==> config.mk <==
export PLATFORM = sky130hd
export DESIGN_NAME = frame_checker_crc16_unit
export DESIGN_NICKNAME = d
export VERILOG_FILES = /design/src/hdl/fcc_pkg.sv /design/src/hdl/fcc_front.sv /design/src/hdl/fcc_queue.sv /design/src/hdl/fcc_back.sv /design/src/hdl/frame_checker_crc16_unit.sv
export SDC_FILE = /design/constraint.sdc
export NUM_CORES = 1
export LEC_CHECK = 0
export BUFFER_PORTS_ARGS = -buffer_cell sky130_fd_sc_hd__buf_2
export CORE_MARGIN = 5
export CORE_UTILIZATION = 40
export CTS_BUF_LIST = sky130_fd_sc_hd__clkbuf_4 sky130_fd_sc_hd__clkbuf_8
export DETAILED_ROUTE_END_ITERATION = 8
export GPL_ROUTABILITY_DRIVEN = 0
export HOLD_SLACK_MARGIN = 0.15
export PLACE_DENSITY = 0.55
export SLEW_MARGIN = 20
export SYNTH_ARGS = -nofsm -noshare
export SYNTH_HDL_FRONTEND = slang
export SYNTH_SLANG_ARGS = --single-unit
==> constraint.sdc <==
create_clock -name clk_i -period 3.7 [get_ports clk_i]
set_input_delay 0.185 -clock clk_i [delete_from_list [all_inputs] [get_ports clk_i]]
set_output_delay 0.185 -clock clk_i [all_outputs]
set_load 0.01 [all_outputs]
==> src/hdl/fcc_pkg.sv <==
// ----------------------------------------------------------------------------
// fcc_pkg
// Shared types, codes and the byte-wide CRC-16/CCITT-FALSE step for the
// frame checker.
// ----------------------------------------------------------------------------
`default_nettype none

package fcc_pkg;

  // CRC-16/CCITT-FALSE
  localparam logic [15:0] CRC_INIT = 16'hFFFF;
  localparam logic [15:0] CRC_POLY = 16'h1021;
  localparam logic [15:0] CRC_MSB  = 16'h8000;

  // register indexes (byte address / 4)
  localparam logic REG_MAGIC   = 1'b0;
  localparam logic REG_VERSION = 1'b1;

  // entries in the queue between front and back
  localparam int unsigned QDEPTH = 2;

  // frame status codes
  typedef enum logic [2:0] {
    ST_OK          = 3'd0,
    ST_TOO_SHORT   = 3'd1,
    ST_TOO_LONG    = 3'd2,
    ST_BAD_MAGIC   = 3'd3,
    ST_BAD_VERSION = 3'd4,
    ST_BAD_CRC     = 3'd5
  } status_e;

  // per-frame record handed from front to back
  typedef struct packed {
    logic        too_short;
    logic        too_long;
    logic        magic_bad;
    logic        version_bad;
    logic [7:0]  data_len;     // already zero when length is invalid
    logic [15:0] crc;          // computed over all but the trailer
    logic [15:0] want;         // received trailer, little endian
  } frame_rec_t;

  // one byte through the CRC, MSB first
  function automatic logic [15:0] crc_byte(input logic [15:0] crc_in,
                                           input logic [7:0]  b);
    logic [15:0] c;
    c = crc_in ^ {b, 8'h00};
    for (int k = 0; k < 8; k++) begin
      if ((c & CRC_MSB) != 16'h0000) begin
        c = (c << 1) ^ CRC_POLY;
      end else begin
        c = c << 1;
      end
    end
    return c;
  endfunction

endpackage

`default_nettype wire

==> src/hdl/fcc_front.sv <==
// ----------------------------------------------------------------------------
// fcc_front
// Takes frame bytes, runs the CRC behind a two-byte delay, counts bytes and
// checks the header. At the last byte it emits one frame record.
// ----------------------------------------------------------------------------
`default_nettype none

module fcc_front #(
  parameter int unsigned HEADER_BYTES    = 16,
  parameter int unsigned FRAME_MAX_BYTES = 250
) (
  input  wire logic               clk_i,
  input  wire logic               rst_ni,
  input  wire logic               acc_i,          // byte accepted this cycle
  input  wire logic [7:0]         data_byte_i,
  input  wire logic               last_i,
  input  wire logic [31:0]        magic_word_i,
  input  wire logic [7:0]         protocol_version_i,
  output      logic               rec_valid_o,
  output      fcc_pkg::frame_rec_t rec_o
);
  import fcc_pkg::*;

  localparam int unsigned CntW = $clog2(FRAME_MAX_BYTES + 2);
  localparam int unsigned ExtW = (CntW > 8) ? CntW : 8;

  logic [15:0]     crc_q, crc_d;
  logic [CntW-1:0] cnt_q, cnt_d;
  logic [15:0]     dly_q, dly_d;
  logic            magic_bad_q, magic_bad_d;
  logic            version_bad_q, version_bad_d;

  logic [15:0]     crc_nxt;
  logic [CntW-1:0] cnt_nxt;
  logic            magic_bad_nxt, version_bad_nxt;
  logic [7:0]      magic_byte;
  logic [ExtW-1:0] len_x, plen_x;
  logic            too_short, too_long;

  // expected magic byte for the current position
  always_comb begin
    unique case (cnt_q[1:0])
      2'd0:    magic_byte = magic_word_i[7:0];
      2'd1:    magic_byte = magic_word_i[15:8];
      2'd2:    magic_byte = magic_word_i[23:16];
      default: magic_byte = magic_word_i[31:24];
    endcase
  end

  // per-byte update
  always_comb begin
    crc_nxt = (cnt_q >= CntW'(2)) ? crc_byte(crc_q, dly_q[15:8]) : crc_q;
    cnt_nxt = (cnt_q < CntW'(FRAME_MAX_BYTES + 1)) ? cnt_q + CntW'(1) : cnt_q;
    magic_bad_nxt   = magic_bad_q
                    | ((cnt_q < CntW'(4)) && (data_byte_i != magic_byte));
    version_bad_nxt = version_bad_q
                    | ((cnt_q == CntW'(4)) && (data_byte_i != protocol_version_i));
  end

  // length classification at the last byte
  always_comb begin
    len_x     = ExtW'(cnt_nxt);
    too_short = len_x < ExtW'(HEADER_BYTES + 2);
    too_long  = len_x > ExtW'(FRAME_MAX_BYTES);
    plen_x    = len_x - ExtW'(HEADER_BYTES + 2);
    rec_o.too_short   = too_short;
    rec_o.too_long    = too_long;
    rec_o.magic_bad   = magic_bad_nxt;
    rec_o.version_bad = version_bad_nxt;
    rec_o.crc         = crc_nxt;
    rec_o.want        = {data_byte_i, dly_q[7:0]};
    if (too_short || too_long) begin
      rec_o.data_len = 8'd0;
    end else if (plen_x > ExtW'(255)) begin
      rec_o.data_len = 8'hFF;
    end else begin
      rec_o.data_len = plen_x[7:0];
    end
    rec_valid_o = acc_i & last_i;
  end

  // next state: frame state reloads after the last byte
  always_comb begin
    crc_d         = crc_q;
    cnt_d         = cnt_q;
    dly_d         = dly_q;
    magic_bad_d   = magic_bad_q;
    version_bad_d = version_bad_q;
    if (acc_i) begin
      if (last_i) begin
        crc_d         = CRC_INIT;
        cnt_d         = '0;
        dly_d         = '0;
        magic_bad_d   = 1'b0;
        version_bad_d = 1'b0;
      end else begin
        crc_d         = crc_nxt;
        cnt_d         = cnt_nxt;
        dly_d         = {dly_q[7:0], data_byte_i};
        magic_bad_d   = magic_bad_nxt;
        version_bad_d = version_bad_nxt;
      end
    end
  end

  always_ff @(posedge clk_i or negedge rst_ni) begin
    if (!rst_ni) begin
      crc_q         <= CRC_INIT;
      cnt_q         <= '0;
      dly_q         <= '0;
      magic_bad_q   <= 1'b0;
      version_bad_q <= 1'b0;
    end else begin
      crc_q         <= crc_d;
      cnt_q         <= cnt_d;
      dly_q         <= dly_d;
      magic_bad_q   <= magic_bad_d;
      version_bad_q <= version_bad_d;
    end
  end

endmodule

`default_nettype wire

==> src/hdl/fcc_queue.sv <==
// ----------------------------------------------------------------------------
// fcc_queue
// Short register queue of frame records between front and back.
// ----------------------------------------------------------------------------
`default_nettype none

module fcc_queue (
  input  wire logic                clk_i,
  input  wire logic                rst_ni,
  input  wire logic                wr_i,
  input  wire fcc_pkg::frame_rec_t wdata_i,
  input  wire logic                rd_i,
  output      fcc_pkg::frame_rec_t rdata_o,
  output      logic                full_o,
  output      logic                empty_o
);
  import fcc_pkg::*;

  localparam int unsigned PtrW = (QDEPTH > 1) ? $clog2(QDEPTH) : 1;
  localparam int unsigned CntW = $clog2(QDEPTH + 1);

  frame_rec_t      mem_q [QDEPTH];
  logic [PtrW-1:0] wptr_q, wptr_d, rptr_q, rptr_d;
  logic [CntW-1:0] cnt_q, cnt_d;

  assign full_o  = (cnt_q == CntW'(QDEPTH));
  assign empty_o = (cnt_q == '0);
  assign rdata_o = mem_q[rptr_q];

  // pointer and fill count
  always_comb begin
    wptr_d = wptr_q;
    rptr_d = rptr_q;
    cnt_d  = cnt_q;
    if (wr_i) begin
      wptr_d = (wptr_q == PtrW'(QDEPTH - 1)) ? '0 : wptr_q + PtrW'(1);
    end
    if (rd_i) begin
      rptr_d = (rptr_q == PtrW'(QDEPTH - 1)) ? '0 : rptr_q + PtrW'(1);
    end
    if (wr_i && !rd_i) begin
      cnt_d = cnt_q + CntW'(1);
    end else if (rd_i && !wr_i) begin
      cnt_d = cnt_q - CntW'(1);
    end
  end

  always_ff @(posedge clk_i or negedge rst_ni) begin
    if (!rst_ni) begin
      wptr_q <= '0;
      rptr_q <= '0;
      cnt_q  <= '0;
    end else begin
      wptr_q <= wptr_d;
      rptr_q <= rptr_d;
      cnt_q  <= cnt_d;
    end
  end

  // storage, no reset
  always_ff @(posedge clk_i) begin
    if (wr_i) begin
      mem_q[wptr_q] <= wdata_i;
    end
  end

endmodule

`default_nettype wire

==> src/hdl/fcc_back.sv <==
// ----------------------------------------------------------------------------
// fcc_back
// Resolves the frame status by priority and holds the result item in an
// output register until it is popped.
// ----------------------------------------------------------------------------
`default_nettype none

module fcc_back (
  input  wire logic                clk_i,
  input  wire logic                rst_ni,
  input  wire fcc_pkg::frame_rec_t rec_i,
  input  wire logic                rec_avail_i,
  output      logic                rec_take_o,
  input  wire logic                pop_i,
  output      logic                empty_o,
  output      logic [2:0]          status_o,
  output      logic [7:0]          data_len_o,
  output      logic [15:0]         crc_computed_o
);
  import fcc_pkg::*;

  logic        valid_q, valid_d;
  status_e     status_q, status_d;
  logic [7:0]  plen_q;
  logic [15:0] crc_q;

  // refill the output register when it is free or being drained
  assign rec_take_o = rec_avail_i && (!valid_q || pop_i);

  // status priority
  always_comb begin
    priority if (rec_i.too_short) begin
      status_d = ST_TOO_SHORT;
    end else if (rec_i.too_long) begin
      status_d = ST_TOO_LONG;
    end else if (rec_i.magic_bad) begin
      status_d = ST_BAD_MAGIC;
    end else if (rec_i.version_bad) begin
      status_d = ST_BAD_VERSION;
    end else if (rec_i.crc != rec_i.want) begin
      status_d = ST_BAD_CRC;
    end else begin
      status_d = ST_OK;
    end
  end

  always_comb begin
    valid_d = valid_q;
    if (rec_take_o) begin
      valid_d = 1'b1;
    end else if (pop_i) begin
      valid_d = 1'b0;
    end
  end

  always_ff @(posedge clk_i or negedge rst_ni) begin
    if (!rst_ni) begin
      valid_q <= 1'b0;
    end else begin
      valid_q <= valid_d;
    end
  end

  // result item, no reset
  always_ff @(posedge clk_i) begin
    if (rec_take_o) begin
      status_q <= status_d;
      plen_q   <= rec_i.data_len;
      crc_q    <= rec_i.crc;
    end
  end

  assign empty_o        = !valid_q;
  assign status_o       = status_q;
  assign data_len_o     = plen_q;
  assign crc_computed_o = crc_q;

endmodule

`default_nettype wire

==> src/hdl/frame_checker_crc16_unit.sv <==
// ----------------------------------------------------------------------------
// frame_checker_crc16_unit
// Receive-side frame check: CRC-16/CCITT-FALSE over the frame less its
// little-endian trailer, header magic/version check and length check.
//
//   channel   direction  handshake         fields
//   bytes     in         push / full       data_byte_i, last_i
//   results   out        empty / pop       status_o, data_len_o,
//                                          crc_computed_o
//   config    in         APB psel/penable  magic_word (0x0), version (0x4)
//
// One byte is taken per cycle while full is low; the byte-wide CRC step in
// the front sets that. Each result passes the queue, then the output
// register. full rises only when the two-entry frame queue is full, which
// takes three results waiting while the result side stalls. Reset clears
// the frame state and both registers; no clearing pass is needed.
// ----------------------------------------------------------------------------
`default_nettype none

module frame_checker_crc16_unit #(
  parameter int unsigned HEADER_BYTES    = 16,
  parameter int unsigned FRAME_MAX_BYTES = 250
) (
  input  wire logic        clk_i,
  input  wire logic        rst_ni,
  // byte input
  input  wire logic        push,
  output      logic        full,
  input  wire logic [7:0]  data_byte_i,
  input  wire logic        last_i,
  // result output
  output      logic        empty,
  input  wire logic        pop,
  output      logic [2:0]  status_o,
  output      logic [7:0]  data_len_o,
  output      logic [15:0] crc_computed_o,
  // configuration
  input  wire logic        psel,
  input  wire logic        penable,
  input  wire logic        pwrite,
  input  wire logic [2:0]  paddr,
  input  wire logic [31:0] pwdata,
  output      logic [31:0] prdata,
  output      logic        pready
);
  import fcc_pkg::*;

  logic        acc;
  logic [31:0] magic_q, magic_d;
  logic [7:0]  version_q, version_d;
  logic        cfg_wr;
  logic        rec_valid, q_full, q_empty, q_rd;
  frame_rec_t  rec_in, rec_out;

  // configuration registers
  assign pready = 1'b1;
  assign cfg_wr = psel & penable & pwrite;

  always_comb begin
    magic_d   = magic_q;
    version_d = version_q;
    if (cfg_wr) begin
      unique case (paddr[2])
        REG_MAGIC:   magic_d   = pwdata;
        REG_VERSION: version_d = pwdata[7:0];
        default:     ;
      endcase
    end
  end

  always_comb begin
    unique case (paddr[2])
      REG_MAGIC:   prdata = magic_q;
      REG_VERSION: prdata = {24'h000000, version_q};
      default:     prdata = '0;
    endcase
  end

  always_ff @(posedge clk_i or negedge rst_ni) begin
    if (!rst_ni) begin
      magic_q   <= '0;
      version_q <= '0;
    end else begin
      magic_q   <= magic_d;
      version_q <= version_d;
    end
  end

  // input handshake
  assign full = q_full;
  assign acc  = push & ~q_full;

  fcc_front #(
    .HEADER_BYTES    (HEADER_BYTES),
    .FRAME_MAX_BYTES (FRAME_MAX_BYTES)
  ) u_front (
    .clk_i              (clk_i),
    .rst_ni             (rst_ni),
    .acc_i              (acc),
    .data_byte_i        (data_byte_i),
    .last_i             (last_i),
    .magic_word_i       (magic_q),
    .protocol_version_i (version_q),
    .rec_valid_o        (rec_valid),
    .rec_o              (rec_in)
  );

  fcc_queue u_queue (
    .clk_i   (clk_i),
    .rst_ni  (rst_ni),
    .wr_i    (rec_valid),
    .wdata_i (rec_in),
    .rd_i    (q_rd),
    .rdata_o (rec_out),
    .full_o  (q_full),
    .empty_o (q_empty)
  );

  fcc_back u_back (
    .clk_i          (clk_i),
    .rst_ni         (rst_ni),
    .rec_i          (rec_out),
    .rec_avail_i    (~q_empty),
    .rec_take_o     (q_rd),
    .pop_i          (pop),
    .empty_o        (empty),
    .status_o       (status_o),
    .data_len_o     (data_len_o),
    .crc_computed_o (crc_computed_o)
  );

endmodule

`default_nettype wire

==> results of run 1 <==
-- flip-flops by register name, summed over array words and instances (netlist names) --
signal and count:
magic_q 32, u_front.version_bad_q 1, u_back.status_o 3, u_back.data_len_o 8
u_front.crc_q 16, u_queue.cnt_q 2, version_q 8, u_back.crc_computed_o 16
u_front.dly_q 16, u_queue.rptr_q 1, u_front.magic_bad_q 1, u_back.valid_q 1
u_queue.wptr_q 1, u_queue.mem_q 88, u_front.cnt_q 8
-- final cells by class --
cell class | count | area share [%]
clock buffers | 61 | 6.32
repair buffers | 162 | 9.36
well taps | 319 | 3.50
flip-flops and latches | 202 | 49.5
inverters | 21 | 0.691
multi-input cells | 479 | 30.2
clock inverters | 4 | 0.428
-- report_power, final --
part           switching (W)  internal [W]
sequential          0.000457       0.00331
combinational        0.00181       0.00131
clock               0.000893       0.00129
total                0.00316       0.00592
-- per-layer routing --
metal / wire length [microns] / global-route usage [%]
met1: 9880 / 21.7
met2: 10400 / 26.7
met3: 1160 / 4.05
met4: 481 / 5.18
met5: 0 / 0
-- cells by family after synthesis --
group	synth area share (%)
compound gates	6.35
xor+xnor	7.69
fa+ha+maj	0.670
buf+inv	2.76
flops	60.5
mux	10.5
other cells	0.0401
simple gates	11.5
-- placed cells by master, fill, tap and decap left out, types with 2 or more instances in the layout --
cell	synthesis	routed
mux2_2	80	80
nand3b_1	17	17
edfxtp_1	115	115
clkbuf_8	0	42
nand2_1	61	61
nor3_1	18	18
o211a_1	2	2
o22a_1	2	2
a31oi_1	4	4
clkinv_2	0	2
buf_4	2	10
dfrtp_1	71	71
nand4_1	8	8
mux2i_1	8	8
nor4_1	10	10
nand2b_1	4	4
and2_1	3	3
dfstp_2	16	16
inv_1	21	21
ha_1	5	5
buf_2	5	108
a211oi_1	6	6
nand4b_1	2	2
nor2_1	65	64
o21ai_0	18	18
a41oi_1	3	3
a21oi_1	15	15
nand3_1	3	3
o21a_1	3	3
clkbuf_4	0	19
and4_1	2	2
o31ai_1	2	2
a222oi_1	8	8
xor2_1	38	38
o22ai_1	4	4
nor2b_1	18	18
xnor2_1	44	44
and3_1	3	2
dlygate4sd3_1	0	42
-- per-stage QoR --
step | total power [W] | hold WS (ns) | utilization (%)
floorplan | 0.00591 | -0.111 | -
global placement | 0.00683 | 0.419 | 43.9
detailed placement | 0.00690 | 0.420 | 43.9
CTS | 0.00918 | 0.186 | 49.0
global route | 0.00961 | 0.246 | 49.0
finish | 0.00908 | 0.234 | 49.0
-- worst reg2reg max path, stage by stage, from the launching register on --
cell	delay, ns
dfrtp_1	0.60
ha_1	0.57
nand3_1	0.17
nor2_1	0.15
xor2_1	0.41
nor3_1	0.12
a32o_2	0.35
a211oi_1	0.42
-- worst max-delay path by stage --
stage | from | endpoint | slack (ns) | cells after the start
2_1_floorplan | u_queue.cnt_q[0] | u_queue.mem_q[0][0] | 0.28 | 5
3_3_place_gp | u_front.cnt_q[0] | u_queue.mem_q[0][38] | 0.87 | 7
3_5_place_dp | u_front.cnt_q[1] | u_queue.mem_q[0][38] | 0.75 | 7
4_1_cts | u_front.cnt_q[1] | u_queue.mem_q[0][38] | 0.75 | 7
5_1_grt | u_front.cnt_q[1] | u_queue.mem_q[0][38] | 0.47 | 7
6_report | u_front.cnt_q[1] | u_queue.mem_q[0][38] | 0.68 | 7
-- repair_timing --
| action | CTS | global route |
|---|---|---|
| endpoints found under the hold margin | 136 | 0 |
| hold buffers | 42 | 0 |
| endpoints found under the setup margin | 0 | 0 |
==> results.sh, run 1 <==
export IMPL_dpl_hpwl_mm=14.8
export IMPL_netlist_area_sq_um=9340
export IMPL_ys_top_cells_by_count="115 x edfxtp_1, 80 x mux2_2, 71 x dfrtp_1, 65 x nor2_1, 61 x nand2_1"
export IMPL_finalHoldViolCount=0
export IMPL_grt_antenna_before_repair=0
export IMPL_synth_top_cell_area_share_pct=37.0
export IMPL_cap_violations=0
export IMPL_required_ns=3.97
export IMPL_clockBufferDepth=3
export IMPL_hp_start="push"
export IMPL_start_kind="flip-flop"
export IMPL_fin_crit_sh_pct=81.6
export IMPL_cp_cell_sequence="ha_1 -> nand3_1 -> nor2_1 -> xor2_1 -> nor3_1 -> a32o_2 -> a211oi_1"
export IMPL_drv_slew=0
export IMPL_final_nets=958
export IMPL_portBuffers=109
export IMPL_ys_seq_area_share_pct=60.5
export IMPL_insertion_delay_ns=0.53
export IMPL_multi_input_area_sq_um=3440
export IMPL_finalSetupTns_ns=0
export IMPL_grt_setup_unrepaired="no"
export IMPL_die_w_microns=163
export IMPL_netlist_instances=744
export IMPL_rows=56
export IMPL_drive_above_1_share_pct=31.2
export IMPL_drt_first_pass_iters=6
export IMPL_critPathTopFamily="compound AO/OA/AOI/OAI gates"
export IMPL_skew_ns=0.0303
export IMPL_drc_errors=0
export IMPL_worstPathArrival_ns=3.28
export IMPL_drt_wl_total_mm=22.0
export IMPL_initial_core_util_pct=40.2
export IMPL_critical_path_max_stage_delay_ns=0.60
export IMPL_synth_cell_types=61
export IMPL_synth_async_reset_ratio_pct=43.1
export IMPL_yosys_register_bits=202
export IMPL_worst_setup_path_type="flip-flop to flip-flop"
export IMPL_ant_nets=0
export IMPL_area_growth_pct=22.1
export IMPL_fp_dieArea_sq_um=26500
export IMPL_cts_sinks=202
export IMPL_yosysMostFrequentCell="edfxtp_1"
export IMPL_end_kind="flip-flop"
export IMPL_crit_fanout=16
export IMPL_path_clk_slew_ns=0.06
export IMPL_synth_nets=800
export IMPL_worstReg2RegEnd="u_queue.mem_q[0][38]"
export IMPL_core_sq_um=23300
export IMPL_maxSlewHeadroom_pct=37.3
export IMPL_finalWorstPathRequiredPeriod_ns=3.02
export IMPL_n_antenna_cell=0
export IMPL_vias=6217
export IMPL_cts_tree="yes"
export IMPL_die_height_microns=163
export IMPL_synth_largest_area_cell="edfxtp_1"
export IMPL_place_area_sq_um=10200
export IMPL_hold_end="u_front.cnt_q[2]"
export IMPL_synth_ff_type="edfxtp_1"
export IMPL_cts_htree_levels=2
export IMPL_critical_path_buf_inv_count=0
export IMPL_hp_class="primary input to flip-flop"
export IMPL_critPathSlowestCell="dfrtp_1"
export IMPL_tightestPinTransition_ns=0.940
export IMPL_post_route_worst_setup_slack_ns=0.682
export IMPL_r2r_cells=7
export IMPL_p_leak_nw=4.59
export IMPL_fillers=2098
export IMPL_post_place_ws_ns=0.746
export IMPL_r2r_start="u_front.cnt_q[1]"
export IMPL_vias_per_cell=4.98
export IMPL_synthTopCellsByArea="edfxtp_1 37%, dfrtp_1 19%, mux2_2 9.6%"
export IMPL_synth_area_per_cell_sq_um=12.6
export IMPL_dp_cells=1141
export IMPL_status="finished clean"
export IMPL_fin_area_sq_um=11400
export IMPL_power_density_nw_per_um2=796
export IMPL_wire_per_inst_microns=17.6
export IMPL_setup_viol=0
export IMPL_grt_pass1_wl_mm=34.7
export IMPL_layout_cells_non_filler=1248
export IMPL_numCtsBuffers=36
export IMPL_grt_pass1_vias=6566
export IMPL_synth_edf_count=115
export IMPL_ioPinCount=113
export IMPL_yosys_warnings=0
export IMPL_grt_total_usage_pct=16.4
export IMPL_post_cts_setup_buffers=0
export IMPL_rrSetupSlack_ns=0.68
export IMPL_clock_fmax_mhz=331
export IMPL_grt_ovfl_total=0
export IMPL_register_area_sq_um=5650
export IMPL_whs_path_depth=3
export IMPL_ir_drop_v=0.000346
export IMPL_cts_root_buffer="clkbuf_8"
export IMPL_drt_iter0_markers=383
export IMPL_cts_resized=0
export IMPL_grt_max_degree=88
No activity file was read; power rests on OpenSTA's default activity.
==> run 2: changes to the inputs <==
Settings changed: PLACE_DENSITY 0.55 to 0.58.
Clock period 3.7 ns to 2.7 ns, I/O delays scaled along.
==> run 2 against run 1 <==
  * Via count increased by 0.31%
  * Non-clock buffer count increased by 18
  * Global-route usage increased by 0.29 points
  * Critical path type unchanged
  * Largest cell class unchanged
==> results.sh, run 2 (synthesis gave the netlist of run 1 again) <==
export IMPL_grt_total_usage_pct=16.7
export IMPL_portBuffers=109
export IMPL_drt_wl_total_mm=21.9
export IMPL_p_leak_nw=4.66
export IMPL_clock_fmax_mhz=406
export IMPL_post_route_worst_setup_slack_ns=0.238
export IMPL_grt_pass1_wl_mm=35.4
export IMPL_numCtsBuffers=36
export IMPL_power_density_nw_per_um2=1080
export IMPL_critPathTopFamily="compound AO/OA/AOI/OAI gates"
export IMPL_worstPathArrival_ns=2.76
export IMPL_cts_htree_levels=2
export IMPL_critical_path_buf_inv_count=1
export IMPL_r2r_start="u_front.cnt_q[0]"
export IMPL_finalSetupTns_ns=0
export IMPL_worst_setup_path_type="flip-flop to flip-flop"
export IMPL_insertion_delay_ns=0.52
export IMPL_ioPinCount=113
export IMPL_grt_pass1_vias=6497
export IMPL_layout_common_cells="115 x edfxtp_1, 108 x buf_2, 80 x mux2_2"
export IMPL_cap_violations=0
export IMPL_vias_per_cell=4.93
export IMPL_final_nets=976
export IMPL_critical_path_max_stage_delay_ns=0.43
export IMPL_grt_ovfl_total=0
export IMPL_setup_viol=0
export IMPL_ant_nets=0
export IMPL_cts_root_buffer="clkbuf_8"
export IMPL_cp_cell_sequence="ha_1 -> buf_4 -> nand3_1 -> nor2_1 -> xor2_1 -> nor3_1 -> a32o_2 -> a211oi_1"
export IMPL_finalWorstPathRequiredPeriod_ns=2.46
export IMPL_largest_register="u_queue.mem_q"
export IMPL_drt_iter0_markers=454
export IMPL_rrSetupSlack_ns=0.24
export IMPL_tightestPinTransition_ns=0.749
export IMPL_status="finished clean"
export IMPL_crit_fanout=18
export IMPL_post_place_ws_ns=0.282
export IMPL_final_common_cell="edfxtp_1"
export IMPL_maxSlewHeadroom_pct=50.1
export IMPL_drc_errors=0
export IMPL_n_antenna_cell=0
export IMPL_core_sq_um=23300
export IMPL_dpl_hpwl_mm=14.6
export IMPL_top_regs="u_queue.mem_q: 88 flops, magic_q: 32 flops"
export IMPL_fp_dieArea_sq_um=26500
export IMPL_drv_slew=0
export IMPL_post_cts_setup_buffers=0
export IMPL_die_height_microns=163
export IMPL_critPathSlowestCell="dfrtp_1"
export IMPL_fin_crit_sh_pct=91.2
export IMPL_ir_drop_v=0.000483
export IMPL_rows=56
export IMPL_skew_ns=0.0240
export IMPL_area_growth_pct=23.3
export IMPL_largest_reg_flops=88
export IMPL_cts_sinks=202
export IMPL_finalHoldViolCount=0
export IMPL_clockBufferDepth=3
export IMPL_fillers=2123
export IMPL_utilization_pct=49.5
export IMPL_power_total_w=0.0124
export IMPL_grt_max_degree=47
export IMPL_die_w_microns=163
export IMPL_start_kind="flip-flop"
export IMPL_required_ns=3.00
export IMPL_initial_core_util_pct=40.2
export IMPL_end_kind="flip-flop"
export IMPL_cts_tree="yes"
export IMPL_hp_class="primary input to asynchronous set/reset pin"
export IMPL_drive_above_1_share_pct=31.7
export IMPL_grt_setup_unrepaired="no"
export IMPL_r2r_cells=8
export IMPL_vias=6236
export IMPL_drt_first_pass_iters=5
export IMPL_path_clk_slew_ns=0.06
export IMPL_wire_per_inst_microns=17.3
export IMPL_worstReg2RegEnd="u_queue.mem_q[1][36]"
export IMPL_grt_antenna_before_repair=0
## run 2: how the worst max path moves through the flow
stage          slack, ns             start                   end  cells after the start
2_1_floorplan       0.01  u_queue.cnt_q[0]   u_queue.mem_q[0][0]                      5
3_3_place_gp        0.35  u_front.cnt_q[0]  u_queue.mem_q[0][38]                      7
3_5_place_dp        0.28  u_front.cnt_q[0]  u_queue.mem_q[1][36]                      8
4_1_cts             0.26  u_front.cnt_q[0]  u_queue.mem_q[0][36]                      8
5_1_grt             0.05  u_front.cnt_q[1]  u_queue.mem_q[1][36]                      8
6_report            0.24  u_front.cnt_q[0]  u_queue.mem_q[1][36]                      8
## run 2: metrics by stage
| stage | hold WS (ns) | cell area [sq um] | cells |
|---|---|---|---|
| floorplan | -0.161 | 9350 | 744 |
| global placement | 0.173 | 10400 | 1158 |
| detailed placement | 0.172 | 10400 | 1158 |
| CTS | 0.156 | 11500 | 1266 |
| global route | 0.205 | 11500 | 1266 |
| finish | 0.171 | 11500 | 1266 |
## run 2: layout make-up
class	count	area, sq um	share of cell area, %
clock buffers	54	649	5.64
clock inverters	11	75.1	0.652
inverters	21	78.8	0.684
multi-input cells	479	3440	29.9
flip-flops and latches	202	5650	49.0
well taps	319	399	3.46
repair buffers	180	1230	10.6
## run 2: per-layer routing
metal	vias up	part of all wire, %	GRT usage (%)
li1	3019	-	-
met2	170	47	26.8
met4	0	2.2	4.50
met5	-	0	0
met3	36	5.4	3.95
met1	3011	46	22.9
## run 2: worst register-to-register path: stages (launching register included)
cell      delay [ns]
dfrtp_1         0.43
ha_1            0.23
buf_4           0.23
nand3_1         0.12
nor2_1          0.14
xor2_1          0.38
nor3_1          0.12
a32o_2          0.36
a211oi_1        0.26
## run 2: what timing repair did
item / CTS / global route
hold buffers: 43 / 0
gates resized for setup: 0 / 0
endpoints found under the hold margin: 140 / 0
## run 2: report_power, final
part,switching (W),internal (W)
Sequential,0.000511,0.00454
Combinational,0.00259,0.00197
Clock,0.00121,0.00163
